File: src/rtl/core/bs3_pkg.sv
// Shared constants and types for the edge-aware 3x3 box smoothing block.
package bs3_pkg;

	localparam int MAX_SIZE = 16;
	localparam int IDX_W    = $clog2(MAX_SIZE);
	localparam int SIZE_W   = 5;
	localparam int PIX_W    = 8;
	localparam int POS_W    = 4;
	localparam int SUM_W    = 12;
	localparam int NUM_CAND = 4;

	localparam logic [SUM_W-1:0] RECIP6 = 12'd2731;
	localparam logic [SUM_W-1:0] RECIP9 = 12'd3641;
	localparam int SHIFT6 = 14;
	localparam int SHIFT9 = 15;

	typedef enum logic [1:0] {
		DIV4,
		DIV6,
		DIV9
	} div_t;

	typedef struct packed {
		logic [SUM_W-1:0] sum;
		div_t             div;
		logic [POS_W-1:0] row;
		logic [POS_W-1:0] col;
		logic             eof;
	} cand_t;

endpackage

File: src/rtl/core/box_smooth_3x3_edge_aware.sv
// Top level of the edge-aware 3x3 box smoothing block.
// A result waits in the candidate stage, then the output register drives m_tvalid.
// One pixel is accepted per cycle while no result waits, or one waits and advances.
// The output register issues one result per cycle while m_tready holds high.
// Reset clears the position counters and sets the image size to 16.
// The line stores are not cleared; every entry read was written earlier in the frame.
module box_smooth_3x3_edge_aware (
	input  logic                       clk,
	input  logic                       arst_n,
	input  logic                       cfg_we,
	input  logic [bs3_pkg::SIZE_W-1:0] cfg_data,
	input  logic                       s_tvalid,
	output logic                       s_tready,
	input  logic [7:0]                 s_tdata,   // pixel
	output logic                       m_tvalid,
	input  logic                       m_tready,
	output logic [15:0]                m_tdata,   // smoothed, out_row, out_col
	output logic                       m_tlast,   // last_in_run
	output logic                       m_tuser    // end_of_frame
);
	import bs3_pkg::*;

	logic [SIZE_W-1:0] size_q;
	logic [SIZE_W-1:0] size_eff;
	logic [POS_W-1:0]  last_idx;
	logic [IDX_W-1:0]  entry;
	logic [POS_W-1:0]  row_q;
	logic [POS_W-1:0]  col_q;
	logic              accept;
	logic              at_last_col;
	logic              at_last_row;
	logic [PIX_W-1:0]  tap_a;
	logic [PIX_W-1:0]  tap_b;
	logic [9:0]        s3_cur;
	logic [8:0]        s2_cur;
	logic [9:0]        s3_h1_q;
	logic [9:0]        s3_h2_q;
	logic [8:0]        s2_h1_q;
	logic [8:0]        s2_h2_q;
	cand_t             cand_new [NUM_CAND];
	logic [NUM_CAND-1:0] mask_new;
	cand_t             cand_s1 [NUM_CAND];
	logic [NUM_CAND-1:0] mask_q;
	logic [NUM_CAND-1:0] pick;
	logic [NUM_CAND-1:0] rest;
	logic              out_free;
	logic              advance;
	cand_t             sel;
	logic [23:0]       prod;
	logic [PIX_W-1:0]  quot;
	logic [PIX_W-1:0]  smooth_q;
	logic [POS_W-1:0]  orow_q;
	logic [POS_W-1:0]  ocol_q;
	logic              olast_q;
	logic              oeof_q;
	logic              ovalid_q;

	always_comb begin
		if (size_q < SIZE_W'(2)) begin
			size_eff = SIZE_W'(2);
		end else if (size_q > SIZE_W'(MAX_SIZE)) begin
			size_eff = SIZE_W'(MAX_SIZE);
		end else begin
			size_eff = size_q;
		end
	end

	assign last_idx    = POS_W'(size_eff - SIZE_W'(1));
	assign entry       = IDX_W'(SIZE_W'(MAX_SIZE) - size_eff);
	assign at_last_col = (col_q == last_idx);
	assign at_last_row = (row_q == last_idx);
	assign accept      = s_tvalid && s_tready;

	always_ff @(posedge clk or negedge arst_n) begin
		if (!arst_n) begin
			size_q <= SIZE_W'(16);
			row_q  <= '0;
			col_q  <= '0;
		end else if (cfg_we) begin
			size_q <= cfg_data;
			row_q  <= '0;
			col_q  <= '0;
		end else if (accept) begin
			if (at_last_col) begin
				col_q <= '0;
				row_q <= at_last_row ? '0 : row_q + POS_W'(1);
			end else begin
				col_q <= col_q + POS_W'(1);
			end
		end
	end

	bs3_line u_line_a (
		.clk   (clk),
		.shift (accept),
		.entry (entry),
		.fresh (s_tdata),
		.tap   (tap_a)
	);

	bs3_line u_line_b (
		.clk   (clk),
		.shift (accept),
		.entry (entry),
		.fresh (tap_a),
		.tap   (tap_b)
	);

	assign s2_cur = 9'(s_tdata) + 9'(tap_a);
	assign s3_cur = 10'(s2_cur) + ((row_q >= POS_W'(2)) ? 10'(tap_b) : 10'd0);

	always_ff @(posedge clk) begin
		if (accept) begin
			s3_h1_q <= s3_cur;
			s3_h2_q <= s3_h1_q;
			s2_h1_q <= s2_cur;
			s2_h2_q <= s2_h1_q;
		end
	end

	always_comb begin
		logic rows3;
		logic cols3;
		rows3 = (row_q >= POS_W'(2));
		cols3 = (col_q >= POS_W'(2));

		cand_new[0].sum = SUM_W'(s3_cur) + SUM_W'(s3_h1_q)
			+ (cols3 ? SUM_W'(s3_h2_q) : '0);
		cand_new[0].div = (rows3 && cols3) ? DIV9 : ((rows3 || cols3) ? DIV6 : DIV4);
		cand_new[0].row = row_q - POS_W'(1);
		cand_new[0].col = col_q - POS_W'(1);
		cand_new[0].eof = 1'b0;

		cand_new[1].sum = SUM_W'(s3_cur) + SUM_W'(s3_h1_q);
		cand_new[1].div = rows3 ? DIV6 : DIV4;
		cand_new[1].row = row_q - POS_W'(1);
		cand_new[1].col = col_q;
		cand_new[1].eof = 1'b0;

		cand_new[2].sum = SUM_W'(s2_cur) + SUM_W'(s2_h1_q)
			+ (cols3 ? SUM_W'(s2_h2_q) : '0);
		cand_new[2].div = cols3 ? DIV6 : DIV4;
		cand_new[2].row = row_q;
		cand_new[2].col = col_q - POS_W'(1);
		cand_new[2].eof = 1'b0;

		cand_new[3].sum = SUM_W'(s2_cur) + SUM_W'(s2_h1_q);
		cand_new[3].div = DIV4;
		cand_new[3].row = row_q;
		cand_new[3].col = col_q;
		cand_new[3].eof = 1'b1;

		mask_new[0] = (row_q != '0) && (col_q != '0);
		mask_new[1] = (row_q != '0) && at_last_col;
		mask_new[2] = at_last_row && (col_q != '0);
		mask_new[3] = at_last_row && at_last_col;
	end

	assign out_free = !ovalid_q || m_tready;
	assign advance  = out_free && (mask_q != '0);
	assign pick     = mask_q & (~mask_q + NUM_CAND'(1));
	assign rest     = mask_q & ~pick;
	assign s_tready = (mask_q == '0) || (advance && (rest == '0));

	always_ff @(posedge clk or negedge arst_n) begin
		if (!arst_n) begin
			mask_q <= '0;
		end else if (accept) begin
			mask_q <= mask_new;
		end else if (advance) begin
			mask_q <= rest;
		end
	end

	always_ff @(posedge clk) begin
		if (accept) begin
			cand_s1 <= cand_new;
		end
	end

	always_comb begin
		priority if (pick[0]) begin
			sel = cand_s1[0];
		end else if (pick[1]) begin
			sel = cand_s1[1];
		end else if (pick[2]) begin
			sel = cand_s1[2];
		end else begin
			sel = cand_s1[3];
		end
	end

	always_comb begin
		prod = 24'(sel.sum) * 24'((sel.div == DIV9) ? RECIP9 : RECIP6);
		unique case (sel.div)
			DIV9:    quot = PIX_W'(prod >> SHIFT9);
			DIV6:    quot = PIX_W'(prod >> SHIFT6);
			default: quot = PIX_W'(sel.sum >> 2);
		endcase
	end

	always_ff @(posedge clk or negedge arst_n) begin
		if (!arst_n) begin
			ovalid_q <= 1'b0;
		end else if (out_free) begin
			ovalid_q <= advance;
		end
	end

	always_ff @(posedge clk) begin
		if (advance) begin
			smooth_q <= quot;
			orow_q   <= sel.row;
			ocol_q   <= sel.col;
			olast_q  <= (rest == '0);
			oeof_q   <= sel.eof;
		end
	end

	assign m_tvalid = ovalid_q;
	assign m_tdata  = {ocol_q, orow_q, smooth_q};
	assign m_tlast  = olast_q;
	assign m_tuser  = oeof_q;

`ifndef NO_ASSERTIONS
	a_advance_fills_output: assert property (@(posedge clk) disable iff (!arst_n)
		advance |=> m_tvalid)
		else $error("pending result did not reach the output register");

	a_ready_only_when_draining: assert property (@(posedge clk) disable iff (!arst_n)
		s_tready |-> ($countones(mask_q) <= 1))
		else $error("input accepted while several results are still pending");

	a_eof_is_last: assert property (@(posedge clk) disable iff (!arst_n)
		(m_tvalid && m_tuser) |-> m_tlast)
		else $error("end of frame result is not the last of its transaction");

	a_col_in_range: assert property (@(posedge clk) disable iff (!arst_n)
		({1'b0, col_q} < size_eff) && ({1'b0, row_q} < size_eff))
		else $error("position counter outside the image");
`endif

endmodule

File: src/rtl/core/bs3_cell.sv
// One pixel cell of a line delay chain.
module bs3_cell (
	input  logic                      clk,
	input  logic                      shift,
	input  logic                      inject,
	input  logic [bs3_pkg::PIX_W-1:0] fresh,
	input  logic [bs3_pkg::PIX_W-1:0] prev,
	output logic [bs3_pkg::PIX_W-1:0] q
);
	import bs3_pkg::*;

	logic [PIX_W-1:0] pix_q;

	always_ff @(posedge clk) begin
		if (shift) begin
			pix_q <= inject ? fresh : prev;
		end
	end

	assign q = pix_q;

endmodule

File: src/rtl/core/bs3_line.sv
// Line store built as a chain of pixel cells with a selectable entry point.
module bs3_line (
	input  logic                      clk,
	input  logic                      shift,
	input  logic [bs3_pkg::IDX_W-1:0] entry,
	input  logic [bs3_pkg::PIX_W-1:0] fresh,
	output logic [bs3_pkg::PIX_W-1:0] tap
);
	import bs3_pkg::*;

	logic [PIX_W-1:0] chain [MAX_SIZE];

	genvar i;
	generate
		for (i = 0; i < MAX_SIZE; i++) begin : g_cell
			logic [PIX_W-1:0] prev;
			if (i == 0) begin : g_head
				assign prev = fresh;
			end else begin : g_body
				assign prev = chain[i-1];
			end
			bs3_cell u_cell (
				.clk    (clk),
				.shift  (shift),
				.inject (entry == IDX_W'(i)),
				.fresh  (fresh),
				.prev   (prev),
				.q      (chain[i])
			);
		end
	endgenerate

	assign tap = chain[MAX_SIZE-1];

endmodule

File: config.mk
export PLATFORM = sky130hd
export DESIGN_NAME = box_smooth_3x3_edge_aware
export DESIGN_NICKNAME = d
export VERILOG_FILES = /design/src/rtl/core/bs3_pkg.sv /design/src/rtl/core/box_smooth_3x3_edge_aware.sv /design/src/rtl/core/bs3_cell.sv /design/src/rtl/core/bs3_line.sv
export SDC_FILE = /design/constraint.sdc
export NUM_CORES = 1
export LEC_CHECK = 0
export ABC_AREA = 1
export BUFFER_PORTS_ARGS = -buffer_cell sky130_fd_sc_hd__buf_2
export CAP_MARGIN = 0
export CORE_UTILIZATION = 43
export DETAILED_ROUTE_END_ITERATION = 8
export GPL_TIMING_DRIVEN = 1
export PLACE_DENSITY = 0.58
export SYNTH_ARGS = -nofsm -noshare
export SYNTH_HDL_FRONTEND = slang
export SYNTH_HIERARCHICAL = 1
export SYNTH_SLANG_ARGS = --single-unit
File: constraint.sdc
create_clock -name clk -period 12.45 [get_ports clk]
set_input_delay 2.49 -clock clk [delete_from_list [all_inputs] [get_ports clk]]
set_output_delay 2.49 -clock clk [all_outputs]
set_load 0.01 [all_outputs]
# Word level (Yosys, flattened, before mapping)
# Index checks and enable logic that the tools add are counted.
[word_totals] regBits=400 latchBits=0 ram_bits=0 rom_bits=0 inputBits=18 out_inout_bits=20 word_cells=172 n_memories=0
[classes] add_sub_neg=13 n_mul=1 div_mod_pow=0 magnitude_cmp=4 eq_ne=19 shift=0 mux=52 bitwise=4 n_reduce_logical=22
[op_table] op="2-to-1 mux 8 bit" n=31
[op_table] op="2-to-1 mux 23 bit" n=3
[op_table] op="2-to-1 mux 4 bit" n=11
[op_table] op="== test 4 bit, second input constant" n=8
[op_table] op="multiplier 12 x 12 -> 23 bit" n=1
[op_table] op="== test 4 x 3 -> 1 bit, second input constant" n=4
[op_table] op="case mux 8 bit (2 select lines)" n=1
[op_table] op="adder 12 x 10 -> 12 bit" n=1
[op_table] op="adder 12 x 9 -> 12 bit" n=1
[op_table] op="adder 4 x 1 -> 4 bit, second input constant" n=3
[op_table] op="nonzero test 4 bit" n=3
[op_table] op="subtractor 4 x 1 -> 4 bit, second input constant" n=3
[op_table] op="adder 10 x 10 -> 11 bit" n=1
[op_table] op="2-to-1 mux 11 bit" n=1
[op_table] op="adder 9 x 8 -> 10 bit" n=1
[op_table] op="adder 9 x 9 -> 10 bit" n=1
[op_table] op="2-to-1 mux 10 bit" n=1
[op_table] op="adder 8 x 8 -> 9 bit" n=1
[op_table] op="2-to-1 mux 9 bit" n=1
[op_table] op="AND 4 bit" n=2
[op_table] op="== test 4 x 2 -> 1 bit, second input constant" n=2
[op_table] op="== test 4 bit" n=2
[op_table] op=">= comparator 4 x 2 -> 1 bit, second input constant" n=2
[op_table] op="logical AND 1 bit" n=8
[op_table] op="other kinds (14)" n=22

# Depth between registers and ports, before layout
[depth] ltp_word=11 ltp_mapped=32

# Cells and area by module
# Netlist, hierarchy kept.
[by_module_without_submodules] module="bs3_cell" instances=32 cells_each=34 area_each_um2=345.3 seq_area_each_um2=240.2
[by_module_without_submodules] module="box_smooth_3x3_edge_aware" instances=1 cells_each=1162 area_each_um2=10822.9 seq_area_each_um2=4055.1
[by_module_without_submodules] module="bs3_line" instances=2 cells_each=28 area_each_um2=105.1 seq_area_each_um2=0.0

# Least setup slack after synthesis
# Ideal clock, no wire load.
[synth_timing] path_kind="input -> register" from="in m_tready" to="reg col_q[1]" t_arrival_ns=10.650 required_ns=12.330 path_slack_ns=1.680 stages=8 n_path_buf=0 cell_sequence="nor2_1 -> inv_1 -> nand2_2 -> o21ai_2 -> nand2_4 -> inv_1 -> nand3_1 -> o22ai_1"
[synth_between] elab_chain_len=6
[synth_lines] item="start, declared" line="box_smooth_3x3_edge_aware.sv:16" text="input logic m_tready,"
[synth_lines] item="logical OR 1 bit" line="box_smooth_3x3_edge_aware.sv:159" text="assign out_free = !ovalid_q || m_tready;"
[synth_lines] item="logical AND 1 bit" line="box_smooth_3x3_edge_aware.sv:160" text="assign advance = out_free && (mask_q != '0);"
[synth_lines] item="logical AND 1 bit" line="box_smooth_3x3_edge_aware.sv:163" text="assign s_tready = (mask_q == '0) || (advance && (rest == '0));"
[synth_lines] item="logical OR 1 bit" line="box_smooth_3x3_edge_aware.sv:163"
[synth_lines] item="via s_tready" line="box_smooth_3x3_edge_aware.sv:13" text="output logic s_tready,"
[synth_lines] item="logical AND 1 bit" line="box_smooth_3x3_edge_aware.sv:72" text="assign accept = s_tvalid && s_tready;"
[synth_lines] item="via accept" line="box_smooth_3x3_edge_aware.sv:29" text="logic accept;"
[synth_lines] item="nonzero test 2 bit (no source line)"
[synth_lines] item="end signal, assigned" line="box_smooth_3x3_edge_aware.sv:88" text="col_q <= col_q + POS_W'(1);"
[synth_lines] item="end, declared" line="box_smooth_3x3_edge_aware.sv:28" text="logic [POS_W-1:0] col_q;"
# The timed path passes the listed nets, and every way through them passes these cells.
# A chain may end at the register's enable or synchronous reset.

# Final worst setup path
[layout_timing] from="reg mask_q[0]" to="reg smooth_q[7], data pin"
[layout_between] elab_chain_len=10 word_cells_on_any_way=11 classes_between="add/sub: 1; mul: 1; eq/ne: 2; mux: 5; bitwise: 2"
[layout_lines] item="start, declared" line="box_smooth_3x3_edge_aware.sv:43" text="logic [NUM_CAND-1:0] mask_q;"
[layout_lines] item="start signal, assigned" line="box_smooth_3x3_edge_aware.sv:169" text="mask_q <= mask_new;"
[layout_lines] item="start signal, assigned" line="box_smooth_3x3_edge_aware.sv:171" text="mask_q <= rest;"
[layout_lines] item="NOT 4 bit" line="box_smooth_3x3_edge_aware.sv:161" text="assign pick = mask_q & (~mask_q + NUM_CAND'(1));"
[layout_lines] item="adder 4 x 1 -> 4 bit" line="box_smooth_3x3_edge_aware.sv:161"
[layout_lines] item="AND 4 bit (*)" line="box_smooth_3x3_edge_aware.sv:161"
[layout_lines] item="2-to-1 mux 23 bit" line="box_smooth_3x3_edge_aware.sv:186" text="end else if (pick[2]) begin"
[layout_lines] item="2-to-1 mux 23 bit" line="box_smooth_3x3_edge_aware.sv:184" text="end else if (pick[1]) begin"
[layout_lines] item="2-to-1 mux 23 bit (*)" line="box_smooth_3x3_edge_aware.sv:182" text="priority if (pick[0]) begin"
[layout_lines] item="== test 2 bit" line="box_smooth_3x3_edge_aware.sv:194, box_smooth_3x3_edge_aware.sv:195"
[layout_lines] item="2-to-1 mux 11 bit" line="box_smooth_3x3_edge_aware.sv:194" text="prod = 24'(sel.sum) * 24'((sel.div == DIV9) ? RECIP9 : RECIP6);"
[layout_lines] item="multiplier 12 x 12 -> 23 bit" line="box_smooth_3x3_edge_aware.sv:194"
[layout_lines] item="case mux 8 bit (2 select lines) (*)" line="box_smooth_3x3_edge_aware.sv:195" text="unique case (sel.div)"
[layout_lines] item="via quot[7]" line="box_smooth_3x3_edge_aware.sv:50" text="logic [PIX_W-1:0] quot;"
[layout_lines] item="end signal, assigned" line="box_smooth_3x3_edge_aware.sv:212" text="smooth_q <= quot;"
[layout_lines] item="end, declared" line="box_smooth_3x3_edge_aware.sv:51" text="logic [PIX_W-1:0] smooth_q;"
# Mark *: on every way through the listed nets, which the timed path passes. The rest lies on a longest branch.

==> flow_metrics.py <==
metrics = {
    "cts": {
        "cts-root-buf": "clkbuf_16",
        "clock_latency_ns": 0.58,
        "post_cts_resized": 0,
        "cts_max_path_buffers": 3,
        "cts_buffers": 44,
        "clk_pin_slew_ns": 0.06,
        "holdBufCountCts": 0,
        "postCtsSetupRepairBufs": 0,
        "clock_sinks": 394,
        "cts_tree": "built",
        "ctsHtreeMaxLevel": 2,
    },
    "grt": {
        "grt_first_pass_wirelength_microns": 77700,
        "grt_overflow_total": 0,
        "grt_pass1_vias": 14700,
        "grt_max_degree": 116,
        "grt_usage_pct": 18.8,
        "antenna_found_initial": 0,
    },
    "logic_synthesis": {
        "async_flop_share_pct": 4.57,
        "synth-seq-cells": 394,
        "syn-instance-count": 2306,
        "seq_area_frac_synth_pct": 53.2,
        "syn_area_per_cell_sq_um": 9.58,
        "syn_area_sq_um": 22100,
        "synth_top_area_share_pct": 51.1,
        "ys_warn_count": 6,
        "synthFlopType": "edfxtp_1",
        "synthTopCellsByArea": "edfxtp_1 51%, nand2_1 17%, ha_1 7.7%",
        "syn_nets": 2518,
        "synth_top_area_cell": "edfxtp_1",
        "synth-edff-count": 376,
        "netlist-cell-type-count": 47,
        "yosysMostFrequentCell": "nand2_1",
        "synth_common_cells": "973 x nand2_1, 376 x edfxtp_1, 259 x inv_1",
    },
    "detailed_routing": {
        "drt_iter0_markers": 897,
        "drt-total-wl_microns": 48200,
        "via_count": 14900,
        "drt-pass1-iter-count": 5,
        "wl_per_cell_microns": 15.8,
        "drc": 0,
        "vias_per_cell": 4.89,
        "antenna_left": 0,
    },
    "die": {
        "start_util_pct": 43.8,
        "pin_count": 38,
        "num_rows": 82,
        "die_w_microns": 229,
        "dieArea_sq_um": 52300,
        "core-area_sq_um": 50400,
        "die_h_microns": 229,
    },
    "setup_path": {
        "required_ns": 12.78,
        "worstPathArrival_ns": 7.30,
        "end_kind": "flop",
        "critPathMaxFanout": 15,
        "cp-start-kind": "flop",
        "critical_path_class": "flop to flop",
    },
    "status": {
        "status": "finished, final reports clean",
    },
    "timing": {
        "tns_ns": 0,
        "hold_viol_final": 0,
        "grt_setup_unrepaired": "false",
        "post-route-period-util_pct": 56.0,
        "setup_viol": 0,
        "slew_headroom_pct": 24.3,
        "fmax_mhz": 143,
        "fin_crit_ns": 6.98,
        "tightest_slew_ns": 1.13,
        "slew_viol_final": 0,
        "skew_ns": 0.0134,
    },
    "place": {
        "portBuffers": 37,
        "gp_routability_congestion": 0.905,
        "dpl.hpwl_microns": 34100,
    },
    "cells_and_area": {
        "antenna_cells": 0,
        "syn_to_final_growth_pct": 9.27,
        "drive_gt1_share_pct": 6.51,
        "nets": 2564,
    },
    "min_path": {
        "hold_class": "flop to flop",
    },
    "flow_run": {
        "drv_cap": 0,
    },
}
==> routing by layer <==
layer | vias up | wire (microns) | track usage, %
met4 | 0 | 1360 | 6.35
met3 | 86 | 2560 | 2.79
met1 | 6985 | 21800 | 25.5
li1 | 7515 | - | -
met2 | 329 | 22500 | 30.6
met5 | - | 0 | 0
==> critical path: stages, from the launching register on <==
cell,delay (ns)
dfrtp_1,0.57
nor2_4,0.30
inv_4,0.10
nor2_1,0.49
nand2_1,0.12
and3_1,0.21
ha_1,0.44
nand2_1,0.15
inv_1,0.07
fa_1,0.52
inv_1,0.07
fa_1,0.50
inv_1,0.06
fa_1,0.50
fa_1,0.52
fa_1,0.44
ha_1,0.34
a21oi_1,0.25
o21ai_0,0.17
a21oi_1,0.15
o21ai_0,0.11
a21oi_1,0.13
nand2_1,0.09
nor2_1,0.11
nand3b_1,0.12
nand2_1,0.06
nor2_1,0.11
nor2_1,0.05
==> path summary, 6_finish.rpt <==
check                                   end  startpoint  cells past startpoint  slack (ns)
worst max-delay path            smooth_q[7]   mask_q[0]                     27        5.47
worst min-delay path             s3_h2_q[8]  s3_h1_q[8]                      0        0.45
worst max register to register  smooth_q[7]   mask_q[0]                     27        5.47
worst min register to register   s3_h2_q[8]  s3_h1_q[8]                      0        0.45
max in group asynchronous         size_q[4]      arst_n                      1       10.22
min in group asynchronous         size_q[3]      arst_n                      1        1.88
==> flip-flops by register name, indices dropped and copies added, names as in the netlist <==
signal / count
s2_h2_q: 9
col_q: 4
mask_q: 4
s3_h2_q: 10
m_tuser: 1
cand_s1: 64
m_tlast: 1
row_q: 4
m_tvalid: 1
ocol_q: 4
smooth_q: 8
size_q: 5
u_line_b/g_cell.u_cell/q: 128
orow_q: 4
u_line_a/g_cell.u_cell/q: 128
s2_h1_q: 9
s3_h1_q: 10
==> cell usage in the layout (no fill, tap or decap), drive strengths merged, types with 3 or more instances in the layout <==
cell,Yosys,layout
a21o,3,3
nor2,129,129
nand4,13,13
clkinv,0,11
ha,136,136
nand3,42,42
fa,58,58
and3,3,3
mux2,4,4
nand2,975,975
bufinv,0,3
a21oi,70,70
nor3,11,11
edfxtp,376,376
o22ai,3,3
o21ai,36,36
o31ai,3,3
clkbuf,8,58
dfrtp,17,17
o21bai,7,7
inv,294,295
nor4,3,3
xnor2,26,26
buf,33,41
a31oi,7,7
nand3b,3,3
xor2,35,35
==> final cells by class <==
type | instances | area, sq um
clock buffers | 58 | 1170
flip-flops and latches | 394 | 11700
multi-input cells | 1577 | 8850
fillers | 4643 | 26200
well taps | 672 | 841
inverters | 294 | 1120
clock inverters | 17 | 196
repair buffers | 41 | 215
==> cell families after synthesis <==
group | after synthesis | synth area share (%)
AOI/OAI and AO/OA | 136 | 3.46
DFF | 394 | 53.2
adders and majority gates | 194 | 13.0
and+or+nand+nor | 1182 | 21.0
buffers and inverters | 335 | 6.81
xor gates and xnor gates | 61 | 2.42
muxes | 4 | 0.204
==> stage by stage <==
stage          utilization [%]  area [sq um]  setup WS [ns]  hold WS (ns)  cells
2_1_floorplan                -         22100           1.68         0.423   2306
5_1_grt                   47.9         24100           5.02         0.459   3053
6_report                  47.9         24100           5.47         0.453   3053
3_3_place_gp              45.2         22800           5.33         0.438   2978
4_1_cts                   47.9         24100           5.51         0.452   3053
3_5_place_dp              45.2         22800           5.21         0.442   2978
Power is left out: the tool's default activity adds up to more than one toggle a clock period on the data nets, which glitch-free logic cannot reach.
